--- config.mk ---
export PLATFORM = sky130hd
export DESIGN_NAME = bounded_array_table_engine
export DESIGN_NICKNAME = d
export VERILOG_FILES = /design/src/rtl/bate_pkg.sv /design/src/rtl/bounded_array_table_engine.sv
export SDC_FILE = /design/constraint.sdc
export NUM_CORES = 1
export LEC_CHECK = 0
export ABC_AREA = 1
export BUFFER_PORTS_ARGS = -buffer_cell sky130_fd_sc_hd__buf_2
export CAP_MARGIN = 10
export CORE_MARGIN = 2
export CORE_UTILIZATION = 45
export DETAILED_ROUTE_END_ITERATION = 7
export PLACE_DENSITY_LB_ADDON = 0.08
export REMOVE_ABC_BUFFERS = 1
export SETUP_SLACK_MARGIN = 0.3
export SLEW_MARGIN = 15
export SYNTH_ARGS = -nofsm -noshare
export SYNTH_HDL_FRONTEND = slang
export SYNTH_SLANG_ARGS = --single-unit
--- constraint.sdc ---
create_clock -name clk -period 6.6 [get_ports clk]
set_input_delay 0 -clock clk [delete_from_list [all_inputs] [get_ports clk]]
set_output_delay 0 -clock clk [all_outputs]
set_load 0.01 [all_outputs]
--- src/rtl/bate_pkg.sv ---
// Package: types and constants for the bounded array table engine.
package bate_pkg;

  localparam int DepthDefault     = 16;
  localparam int DataWidthDefault = 32;

  typedef enum logic [2:0] {
    OP_APPEND = 3'd0,
    OP_INSERT = 3'd1,
    OP_DELETE = 3'd2,
    OP_READ   = 3'd3,
    OP_WRITE  = 3'd4,
    OP_SORTED = 3'd5,
    OP_SEARCH = 3'd6,
    OP_NOP    = 3'd7
  } op_t;

  typedef enum logic [1:0] {
    ST_OK       = 2'd0,
    ST_FULL     = 2'd1,
    ST_BAD_IDX  = 2'd2,
    ST_NOT_FOUND = 2'd3
  } status_t;

  localparam logic [1:0] MODE_PLAIN     = 2'd0;
  localparam logic [1:0] MODE_TRANSPOSE = 2'd1;
  localparam logic [1:0] MODE_FRONT     = 2'd2;

  localparam logic CFG_SEARCH_MODE = 1'b0;
  localparam logic CFG_CAPACITY    = 1'b1;

  typedef struct packed {
    logic [2:0]         op;
    logic [4:0]         position;
    logic signed [31:0] operand;
  } in_item_t;

  typedef struct packed {
    logic signed [31:0] data;
    logic [3:0]         hit_index;
    logic [1:0]         status;
    logic [4:0]         fill;
  } out_item_t;

endpackage

--- src/rtl/bounded_array_table_engine.sv ---
// Top level: bounded array table engine with one-memory sequencer.
//
// A table of DEPTH signed words held in one synchronous memory (one write
// and one read port, registered read data), plus a fill count. One request
// is taken at a time; in_stall stays high from the input transfer until the
// result has been transferred. Append, write, no-op and every bad-index or
// full request are settled in the decide state; a read also passes the read
// state that captures the memory data. Insert, delete and sorted insert move
// one entry per cycle. Search scans one entry per cycle, and a swapped hit
// also passes the swap and put states. The read latency is overlapped with
// the previous write, so a walk costs one cycle per entry. The worst case is
// a swapped hit on the last of DEPTH entries. Memory entries are undefined
// until written; only entries below the fill count are ever used, so no
// clearing pass is needed.
module bounded_array_table_engine
  import bate_pkg::*;
#(
  parameter int DEPTH      = DepthDefault,
  parameter int DATA_WIDTH = DataWidthDefault
) (
  input  logic      clk,
  input  logic      rst_n,
  input  logic      in_valid,
  output logic      in_stall,
  input  in_item_t  in_data,
  output logic      out_valid,
  input  logic      out_stall,
  output out_item_t out_data,
  input  logic      cfg_we,
  input  logic      cfg_index,
  input  logic [4:0] cfg_wdata
);

  localparam int AW = (DEPTH > 1) ? $clog2(DEPTH) : 1;
  localparam int CW = $clog2(DEPTH + 1);

  typedef enum logic [3:0] {
    S_IDLE, S_DECIDE, S_READ, S_DEL_HEAD, S_DEL_SHIFT, S_RSHIFT,
    S_PUT, S_SRCH, S_SWAP, S_OUT
  } state_t;

  typedef logic [DATA_WIDTH-1:0] word_t;

  word_t mem [DEPTH];
  word_t rd_q;

  state_t     state_r;
  logic [1:0] mode_r;
  logic [4:0] cap_r;
  logic [CW-1:0] count_r;
  op_t        op_r;
  logic [4:0] pos_r;
  word_t      val_r;
  logic [CW-1:0] idx_r;     // walk index
  logic [CW-1:0] hit_r;     // search hit slot during swap
  out_item_t  res_r;
  logic       out_valid_r;

  logic       we;
  logic [AW-1:0] waddr, raddr;
  word_t      wdata;

  // memory: one write, one read, registered read
  always_ff @(posedge clk) begin
    if (we) mem[waddr] <= wdata;
    rd_q <= mem[raddr];
  end

  logic [CW-1:0] cap_eff;
  logic          full;
  word_t         val_w;
  logic          pos_lt, pos_gt;
  logic [CW-1:0] pos_c;
  logic          direct_put;
  logic          sort_stop;
  logic [CW-1:0] rs_floor;
  logic          shift_last;
  logic [CW-1:0] partner;
  logic          swap_hit;

  // capacity 0 acts as 1, above DEPTH acts as DEPTH
  always_comb begin
    if (cap_r == 5'd0) cap_eff = CW'(1);
    else if (32'(cap_r) > DEPTH) cap_eff = CW'(DEPTH);
    else cap_eff = CW'(cap_r);
  end

  assign full   = count_r >= cap_eff;
  assign val_w  = DATA_WIDTH'(signed'(in_data.operand));
  assign pos_lt = 32'(pos_r) < 32'(count_r);
  assign pos_gt = 32'(pos_r) > 32'(count_r);
  assign pos_c  = CW'(pos_r);

  // insert at the end or into an empty table: nothing to move
  assign direct_put = (op_r == OP_INSERT) ? (32'(pos_r) == 32'(count_r))
                                          : (count_r == '0);
  // sorted insert stops at the first entry not greater than the word and puts the word above it
  assign sort_stop  = !($signed(rd_q) > $signed(val_r));
  assign rs_floor   = (op_r == OP_INSERT) ? pos_c : '0;
  assign shift_last = (idx_r - CW'(1)) == rs_floor;
  assign partner    = (mode_r == MODE_TRANSPOSE) ? idx_r - CW'(1) : '0;
  assign swap_hit   = (idx_r != '0) &&
                      (mode_r == MODE_TRANSPOSE || mode_r == MODE_FRONT);

  function automatic logic signed [31:0] narrow(word_t w);
    logic signed [63:0] t;
    t = 64'(signed'(w));
    return t[31:0];
  endfunction

  assign in_stall  = (state_r != S_IDLE) || out_valid_r;
  assign out_valid = out_valid_r;
  assign out_data  = res_r;

  // memory port control; each shift step writes one slot and reads ahead
  always_comb begin
    we    = 1'b0;
    waddr = AW'(idx_r);
    wdata = val_r;
    raddr = AW'(idx_r);
    case (state_r)
      S_DECIDE: begin
        case (op_r)
          OP_APPEND: begin
            we    = !full;
            waddr = AW'(count_r);
          end
          OP_WRITE: begin
            we    = pos_lt;
            waddr = AW'(pos_r);
          end
          OP_INSERT, OP_SORTED: begin
            we    = !full && direct_put;
            waddr = AW'(count_r);
            raddr = AW'(count_r - CW'(1));
          end
          OP_DELETE, OP_READ: raddr = AW'(pos_r);
          OP_SEARCH: raddr = '0;
          default: ;
        endcase
      end
      S_DEL_HEAD: raddr = AW'(idx_r + CW'(1));
      S_DEL_SHIFT: begin
        we    = 1'b1;
        wdata = rd_q;
        raddr = AW'(idx_r + CW'(2));
      end
      S_RSHIFT: begin
        we    = 1'b1;
        wdata = (op_r == OP_SORTED && sort_stop) ? val_r : rd_q;
        raddr = AW'(idx_r - CW'(2));
      end
      S_PUT: we = 1'b1;
      S_SRCH: raddr = (rd_q == val_r) ? AW'(partner) : AW'(idx_r + CW'(1));
      S_SWAP: begin
        // partner word into the hit slot; the key goes to the partner next
        we    = 1'b1;
        waddr = AW'(hit_r);
        wdata = rd_q;
      end
      default: ;
    endcase
  end

  always_ff @(posedge clk) begin
    if (!rst_n) begin
      state_r     <= S_IDLE;
      mode_r      <= MODE_PLAIN;
      cap_r       <= 5'd16;
      count_r     <= '0;
      out_valid_r <= 1'b0;
    end else begin
      if (cfg_we) begin
        if (cfg_index == CFG_SEARCH_MODE) mode_r <= cfg_wdata[1:0];
        else cap_r <= cfg_wdata;
      end
      if (state_r == S_OUT) out_valid_r <= 1'b1;
      else if (!out_stall) out_valid_r <= 1'b0;
      case (state_r)
        S_IDLE: if (in_valid && !in_stall) begin
          op_r  <= op_t'(in_data.op);
          pos_r <= in_data.position;
          val_r <= val_w;
          res_r <= '0;
          state_r <= S_DECIDE;
        end
        S_DECIDE: begin
          state_r <= S_OUT;
          case (op_r)
            OP_APPEND:
              if (full) res_r.status <= ST_FULL;
              else count_r <= count_r + CW'(1);
            OP_INSERT, OP_SORTED:
              if (op_r == OP_INSERT && pos_gt) res_r.status <= ST_BAD_IDX;
              else if (full) res_r.status <= ST_FULL;
              else if (direct_put) count_r <= count_r + CW'(1);
              else begin
                idx_r <= count_r;
                state_r <= S_RSHIFT;
              end
            OP_DELETE:
              if (!pos_lt) res_r.status <= ST_BAD_IDX;
              else begin
                idx_r <= pos_c;
                state_r <= S_DEL_HEAD;
              end
            OP_READ:
              if (!pos_lt) begin
                res_r.status <= ST_BAD_IDX;
                res_r.data <= -32'sd1;
              end else state_r <= S_READ;
            OP_WRITE:
              if (!pos_lt) res_r.status <= ST_BAD_IDX;
            OP_SEARCH:
              if (count_r == '0) res_r.status <= ST_NOT_FOUND;
              else begin
                idx_r <= '0;
                state_r <= S_SRCH;
              end
            default: ;
          endcase
        end
        S_READ: begin
          res_r.data <= narrow(rd_q);
          state_r <= S_OUT;
        end
        S_DEL_HEAD: begin
          // removed word; read of the next entry already issued
          res_r.data <= narrow(rd_q);
          if (idx_r + CW'(1) >= count_r) begin
            count_r <= count_r - CW'(1);
            state_r <= S_OUT;
          end else state_r <= S_DEL_SHIFT;
        end
        S_DEL_SHIFT: begin
          if (idx_r + CW'(2) >= count_r) begin
            count_r <= count_r - CW'(1);
            state_r <= S_OUT;
          end else idx_r <= idx_r + CW'(1);
        end
        S_RSHIFT: begin
          if (op_r == OP_SORTED && sort_stop) begin
            count_r <= count_r + CW'(1);
            state_r <= S_OUT;
          end else begin
            idx_r <= idx_r - CW'(1);
            if (shift_last) state_r <= S_PUT;
          end
        end
        S_PUT: begin
          if (op_r != OP_SEARCH) count_r <= count_r + CW'(1);
          state_r <= S_OUT;
        end
        S_SRCH: begin
          if (rd_q == val_r) begin
            res_r.hit_index <= 4'(idx_r);
            if (swap_hit) begin
              hit_r <= idx_r;
              idx_r <= partner;
              state_r <= S_SWAP;
            end else state_r <= S_OUT;
          end else if (idx_r + CW'(1) >= count_r) begin
            res_r.status <= ST_NOT_FOUND;
            state_r <= S_OUT;
          end else idx_r <= idx_r + CW'(1);
        end
        S_SWAP: state_r <= S_PUT;
        S_OUT: begin
          res_r.fill <= 5'(count_r);
          state_r <= S_IDLE;
        end
        default: state_r <= S_IDLE;
      endcase
    end
  end

`ifndef SYNTHESIS
  // a stalled result holds steady
  assert property (@(posedge clk) disable iff (!rst_n)
    out_valid && out_stall |=> out_valid && $stable(out_data));
  // no input transfer while busy or while a result waits
  assert property (@(posedge clk) disable iff (!rst_n)
    (state_r != S_IDLE || out_valid_r) |-> in_stall);
  assert property (@(posedge clk) disable iff (!rst_n)
    32'(count_r) <= DEPTH);
  assert property (@(posedge clk) disable iff (!rst_n)
    state_r == S_OUT |=> out_valid);
`endif

endmodule

After elaboration in Yosys (flattened, before gate mapping)
Memory sizes are Yosys's and may differ from the RTL's. A register that Yosys moved wholly into a read port is not among the register bits.
Index checks and enable logic that the tools add are counted.

word-level totals
  bits in registers = 109
  output and inout port bits = 45
  bits in latches = 0
  memories kept = 1
  RAM bits = 512
  ROM bits = 0

cells by class
  add/subtract/negate cells = 6
  multiplexer cells = 71
  magnitude comparators = 7
  shifts and indexed selects = 0
  bitwise logic cells = 1
  eq/ne operators = 50
  div/mod/pow operators = 0
  reductions and logical operators = 41
  multipliers = 0

memory list
  memory  depth  bits a word  rd ports  clocked after memory_dff  write ports  RTL line                          text
  mem     16     32           1         1                         1            bounded_array_table_engine.sv:44  word_t mem [DEPTH];

operator list
  operator              number
  $mux W5               22
  $mux W32              3
  $pmux W32 S3          1
  $pmux W32 S2          1
  $mux W4               15
  $mux W43              1
  $ne A3 B3 Y1 const B  14
  $eq A32 B32 Y1        1
  $gt A32 B32 Y1        1
  $pmux W4 S8           1
  $pmux W5 S5           1
  $pmux W4 S2           3
  $ne A2 B2 Y1 const B  11
  $pmux W4 S5           1
  $pmux W5 S2           2
  $pmux W5 S4           1
  $eq A4 B3 Y1 const B  4
  $pmux W4 S4           1
  $ge A5 B5 Y1          3
  $pmux W5 S3           1
  $mux W2               6
  $pmux W4 S3           1
  $reduce_and A12 Y1    1
  $reduce_and A4 Y1     3
  44 further kinds      77

Logic depth before layout (Yosys ltp)
  word-level depth = 10
  depth in mapped cells = 23
  mapped depth without buffers = 23

Least setup slack after synthesis
OpenSTA, ideal clock, no wires.

  kind = flip-flop to flip-flop
  start point = register count_r[3]
  end point = memory mem[8][0] in the netlist's numbering, enable pin
  cell stages (with the launch flop) = 13
  arrival time = 3.996 ns
  clock period less this slack = 4.458 ns
  slack = 2.142 ns
  cells stage by stage = dfxtp_1 -> clkinv_1 -> ha_1 -> nand2_1 -> nor2_1 -> a21oi_1 -> a21oi_1 -> nand2_1 -> o221ai_1 -> nand2_1 -> nand2_1 -> nand3_1 -> nor3_1

on the way
  cells in the longest elaborated chain, start to end = 7
  elaborated cells on any way between the ends = 13
  classes of those cells = 2 x order compare; 1 x eq/ne; 7 x mux; 3 x reduce/logical

ends and longest elaborated chain
  element                                             RTL line                                                                                                text
  start: declaration                                  bounded_array_table_engine.sv:50                                                                        logic [CW-1:0] count_r;
  start signal: assignment                            bounded_array_table_engine.sv:192                                                                       else count_r <= count_r + CW'(1);
  start signal: assignment                            bounded_array_table_engine.sv:196                                                                       else if (direct_put) count_r <= count_r + CW'(1);
  start signal: assignment                            bounded_array_table_engine.sv:231                                                                       count_r <= count_r - CW'(1);
  $ge A5 B5 Y1 (tied with other cells)                bounded_array_table_engine.sv:88                                                                        assign full = count_r >= cap_eff;
  $logic_not A1 Y1 / $mux W1 (equally long branches)  bounded_array_table_engine.sv:125, bounded_array_table_engine.sv:133, bounded_array_table_engine.sv:95
  $logic_and A1 B1 Y1                                 bounded_array_table_engine.sv:133                                                                       we = !full && direct_put;
  $pmux W1 S3                                         bounded_array_table_engine.sv:123                                                                       case (op_r)
  $pmux W1 S2                                         bounded_array_table_engine.sv:121                                                                       case (state_r)
  $mux W1                                             bounded_array_table_engine.sv:65                                                                        if (we) mem[waddr] <= wdata;
  $mux W1 (implied by the code)                       bounded_array_table_engine.sv:65
  end: declaration                                    bounded_array_table_engine.sv:44

Several ways; a longest one is shown, not always the timed one.

Worst setup path after layout
  start point = register op_r[1]
  end point = register rd_q[22] (read register of mem)

on the way
  cells in the longest elaborated chain, start to end = 4
  elaborated cells on any way between the ends = 9
  classes of those cells = 5 x eq/ne; 2 x mux; 2 x reduce/logical

ends and longest elaborated chain
  element                               RTL line                           text
  start: declaration                    bounded_array_table_engine.sv:51   op_t op_r;
  start signal: assignment              bounded_array_table_engine.sv:181  op_r <= op_t'(in_data.op);
  $eq A3 B2 Y1 (tied with other cells)  bounded_array_table_engine.sv:123
  $reduce_or A2 Y1                      bounded_array_table_engine.sv:123
  $pmux W4 S3 (*)                       bounded_array_table_engine.sv:123
  $pmux W4 S5 (*)                       bounded_array_table_engine.sv:121
  end: declaration                      bounded_array_table_engine.sv:45   word_t rd_q;

Every way passes the cells marked *; elsewhere a longest branch is shown, timed or not.
A chain may end at the register's enable or synchronous reset.

==> impl_metrics.yaml <==
sta:
  drv_slew: 0
  rsz0062_at_grt: "false"
  clock.fmax_mhz: 220
  fin_crit_sh_pct: 68.9
  slew_headroom_pct: 18.7
  final_hold_viol_count: 0
  finalSetupViolCount: 0
  final.setup_skew_ps: 17.4
  worstMarginPinSlew_ps: 1210
  setup_ws_ps: 2050
  fin_crit_ps: 4550
layout:
  layout_commonest_cell: "inv_1"
  synthToLayoutAreaGrowth_pct: 14.5
  drive_above_1_share_pct: 9.65
  layout_common_cells: "inv_1 (634), edfxtp_1 (604), nand3_1 (512)"
  n_antenna_cell: 0
  final_area_um2: 35300
  final_nets: 3341
yosys:
  synthFlopType: "edfxtp_1"
  ys_seq_area_share_pct: 62.0
  synthCells: 3109
  ys_warn_count: 0
  synthArstFlopShare_pct: 0
  synth_edf_count: 604
  avgSynthCellArea_um2: 9.92
  synth-seq-cells: 653
  synth_cell_type_count: 48
  synth_area_um2: 30800
setup_path:
  crit_type: "flip-flop to flip-flop"
  cp.required_ps: 7100
  rr_startpoint: "op_r[1]"
  end_kind: "flip-flop"
  crit_path_start: "op_r[1]"
  crit_fanout: 100
  cp-start-kind: "flip-flop"
  cp.arrival_ps: 5050
pwr:
  leakage_nw: 15.1
  vdd_ir_drop_max_mv: 0.371
  power_density_nw_per_um2: 463
clocking:
  cts_setup_buffers: 0
  cts_buffers: 73
  clockRootBuffer: "clkbuf_16"
  htreeDepth: 3
  hold_buffers: 63
  cts_resized: 0
  path_clk_slew_ps: 60
  tritoncts: "built"
  insertion_delay_ps: 620
  clkSinkCount: 653
  cts_buffer_depth: 3
detailed_routing:
  firstDrtPassIters: 6
  ant_nets: 0
  drtIter0Drc: 2228
  routed_wl_um: 92300
  vias: 23100
  avgRoutedWirePerCell_um: 22.2
  avgViaCountPerCell: 5.55
  drc: 0
grt:
  grt_pass1_vias: 22300
  grt_max_degree: 209
  grt-ovfl-total: 0
  grt_pass1_wl_um: 139000
  antenna_found_initial: 0
  grtUsageTotal_pct: 26.2
placed_design:
  dp_hpwl_um: 52700
  dpl-instance-area_um2: 32300
  gp_congestion: 0.880
  post-place-ws_ps: 1790
  portBuffers: 95
die:
  initial_core_util_pct: 45.7
  dieArea_um2: 70600
  die_h_um: 266
  rows: 95
  io_pins: 96
  dieWidth_um: 266
  core-area_um2: 67500
worst_hold_path:
  hp-start: "in_data[32]"
  hold_path.class: "input port to flip-flop"
run:
  maxCapViolCount: 0
outcome:
  status: "complete, no violations"
[cells by family (layout without fill, tap and decap cells)]
family / Yosys count / after routing / synth area share (%)
xor+xnor: 15 / 15 / 0.426
fa+ha+maj: 61 / 61 / 2.47
mux: 1 / 1 / 0.0365
buf+inv: 824 / 999 / 10.6
flops: 653 / 653 / 62.0
simple gates: 1395 / 1395 / 21.4
compound gates: 160 / 160 / 3.00
[state kept, by name (all words and copies together) (netlist names), 4 cells and up]
signal,flops
idx_r,5
state_r,4
pos_c,5
count_r,5
hit_r,4
mem,512
val_r,32
rd_q,32
out_data,43
cap_r,5
[worst max-delay path, stage by stage, from the launching register on]
cell	delay [ps]
edfxtp_1	570
inv_2	100
nor2_4	220
nand2_2	170
nand2_1	140
inv_1	90
o22ai_1	240
a22oi_2	110
buf_4	330
nand3_4	150
buf_4	640
buf_4	960
nand2_1	130
nand3_1	120
nand3_1	90
nand3_1	130
nand2_1	60
[path summary, 6_finish.rpt]
path	end	slack (ps)	cells after the start
worst max-delay path	rd_q[22]	2050	16
worst min-delay path	pos_c[0]	90	2
worst max register to register	rd_q[22]	2050	16
worst min register to register	mode_r[1]	510	2
[Yosys cell counts (2+ instances only)]
| master | n | area [µm²] |
|---|---|---|
| a211oi_1 | 4 | 30.0 |
| a21oi_1 | 51 | 255 |
| a22oi_1 | 2 | 15.0 |
| a31oi_1 | 3 | 18.8 |
| and3_1 | 2 | 12.5 |
| buf_1 | 5 | 18.8 |
| buf_2 | 143 | 716 |
| buf_4 | 3 | 22.5 |
| clkbuf_1 | 30 | 113 |
| dfxtp_1 | 49 | 981 |
| edfxtp_1 | 604 | 18100 |
| ha_1 | 61 | 763 |
| inv_1 | 636 | 2390 |
| inv_2 | 6 | 22.5 |
| nand2_1 | 496 | 1860 |
| nand2_2 | 3 | 18.8 |
| nand3_1 | 513 | 2570 |
| nand4_1 | 268 | 1680 |
| nor2_1 | 97 | 364 |
| nor2_2 | 3 | 18.8 |
| nor3_1 | 4 | 20.0 |
| o2111ai_1 | 6 | 52.6 |
| o211ai_1 | 4 | 30.0 |
| o21a_1 | 5 | 37.5 |
| o21ai_0 | 64 | 320 |
| o21ai_2 | 2 | 17.5 |
| o22ai_1 | 9 | 56.3 |
| or2_2 | 3 | 18.8 |
| xnor2_1 | 3 | 26.3 |
| xor2_1 | 12 | 105 |
[power breakdown]
part / switching, W / total, W / internal, W
sequential: 0.000269 / 0.00584 / 0.00558
combinational: 0.00466 / 0.00647 / 0.00181
clock: 0.00165 / 0.00404 / 0.00239
total: 0.00658 / 0.0164 / 0.00977
[metrics by stage]
| stage | hold slack, ps | cells | util (%) | power (W) | setup TNS (ps) |
|---|---|---|---|---|---|
| 2_1_floorplan | 98.6 | 2928 | - | 0.00993 | -192350 |
| 3_3_place_gp | 176 | 3963 | 47.8 | 0.0122 | 0 |
| 3_5_place_dp | 178 | 3963 | 47.8 | 0.0123 | 0 |
| 4_1_cts | 56.2 | 4156 | 52.2 | 0.0164 | 0 |
| 5_1_grt | 80.5 | 4157 | 52.3 | 0.0173 | 0 |
| 6_report | 89.7 | 4157 | 52.3 | 0.0164 | 0 |
[layer usage]
layer / global-route usage [%] / wire length, µm / up-vias
li1: - / - / 10800
met1: 37.1 / 40900 / 11300
met2: 42.0 / 42700 / 858
met3: 3.46 / 5950 / 163
met4: 8.26 / 2720 / 0
met5: 0 / 0 / -
[final cells by class]
type / count / area [µm²]
Clock buffer: 96 / 1980
Sequential cell: 653 / 19100
Timing Repair Buffer: 226 / 1670
Clock inverter: 34 / 372
Inverter: 643 / 2420
Multi-Input combinational cell: 1632 / 8650
Fill cell: 6115 / 32200
Tap cell: 873 / 1090
Note: power is estimated with default switching activity, not from simulation.
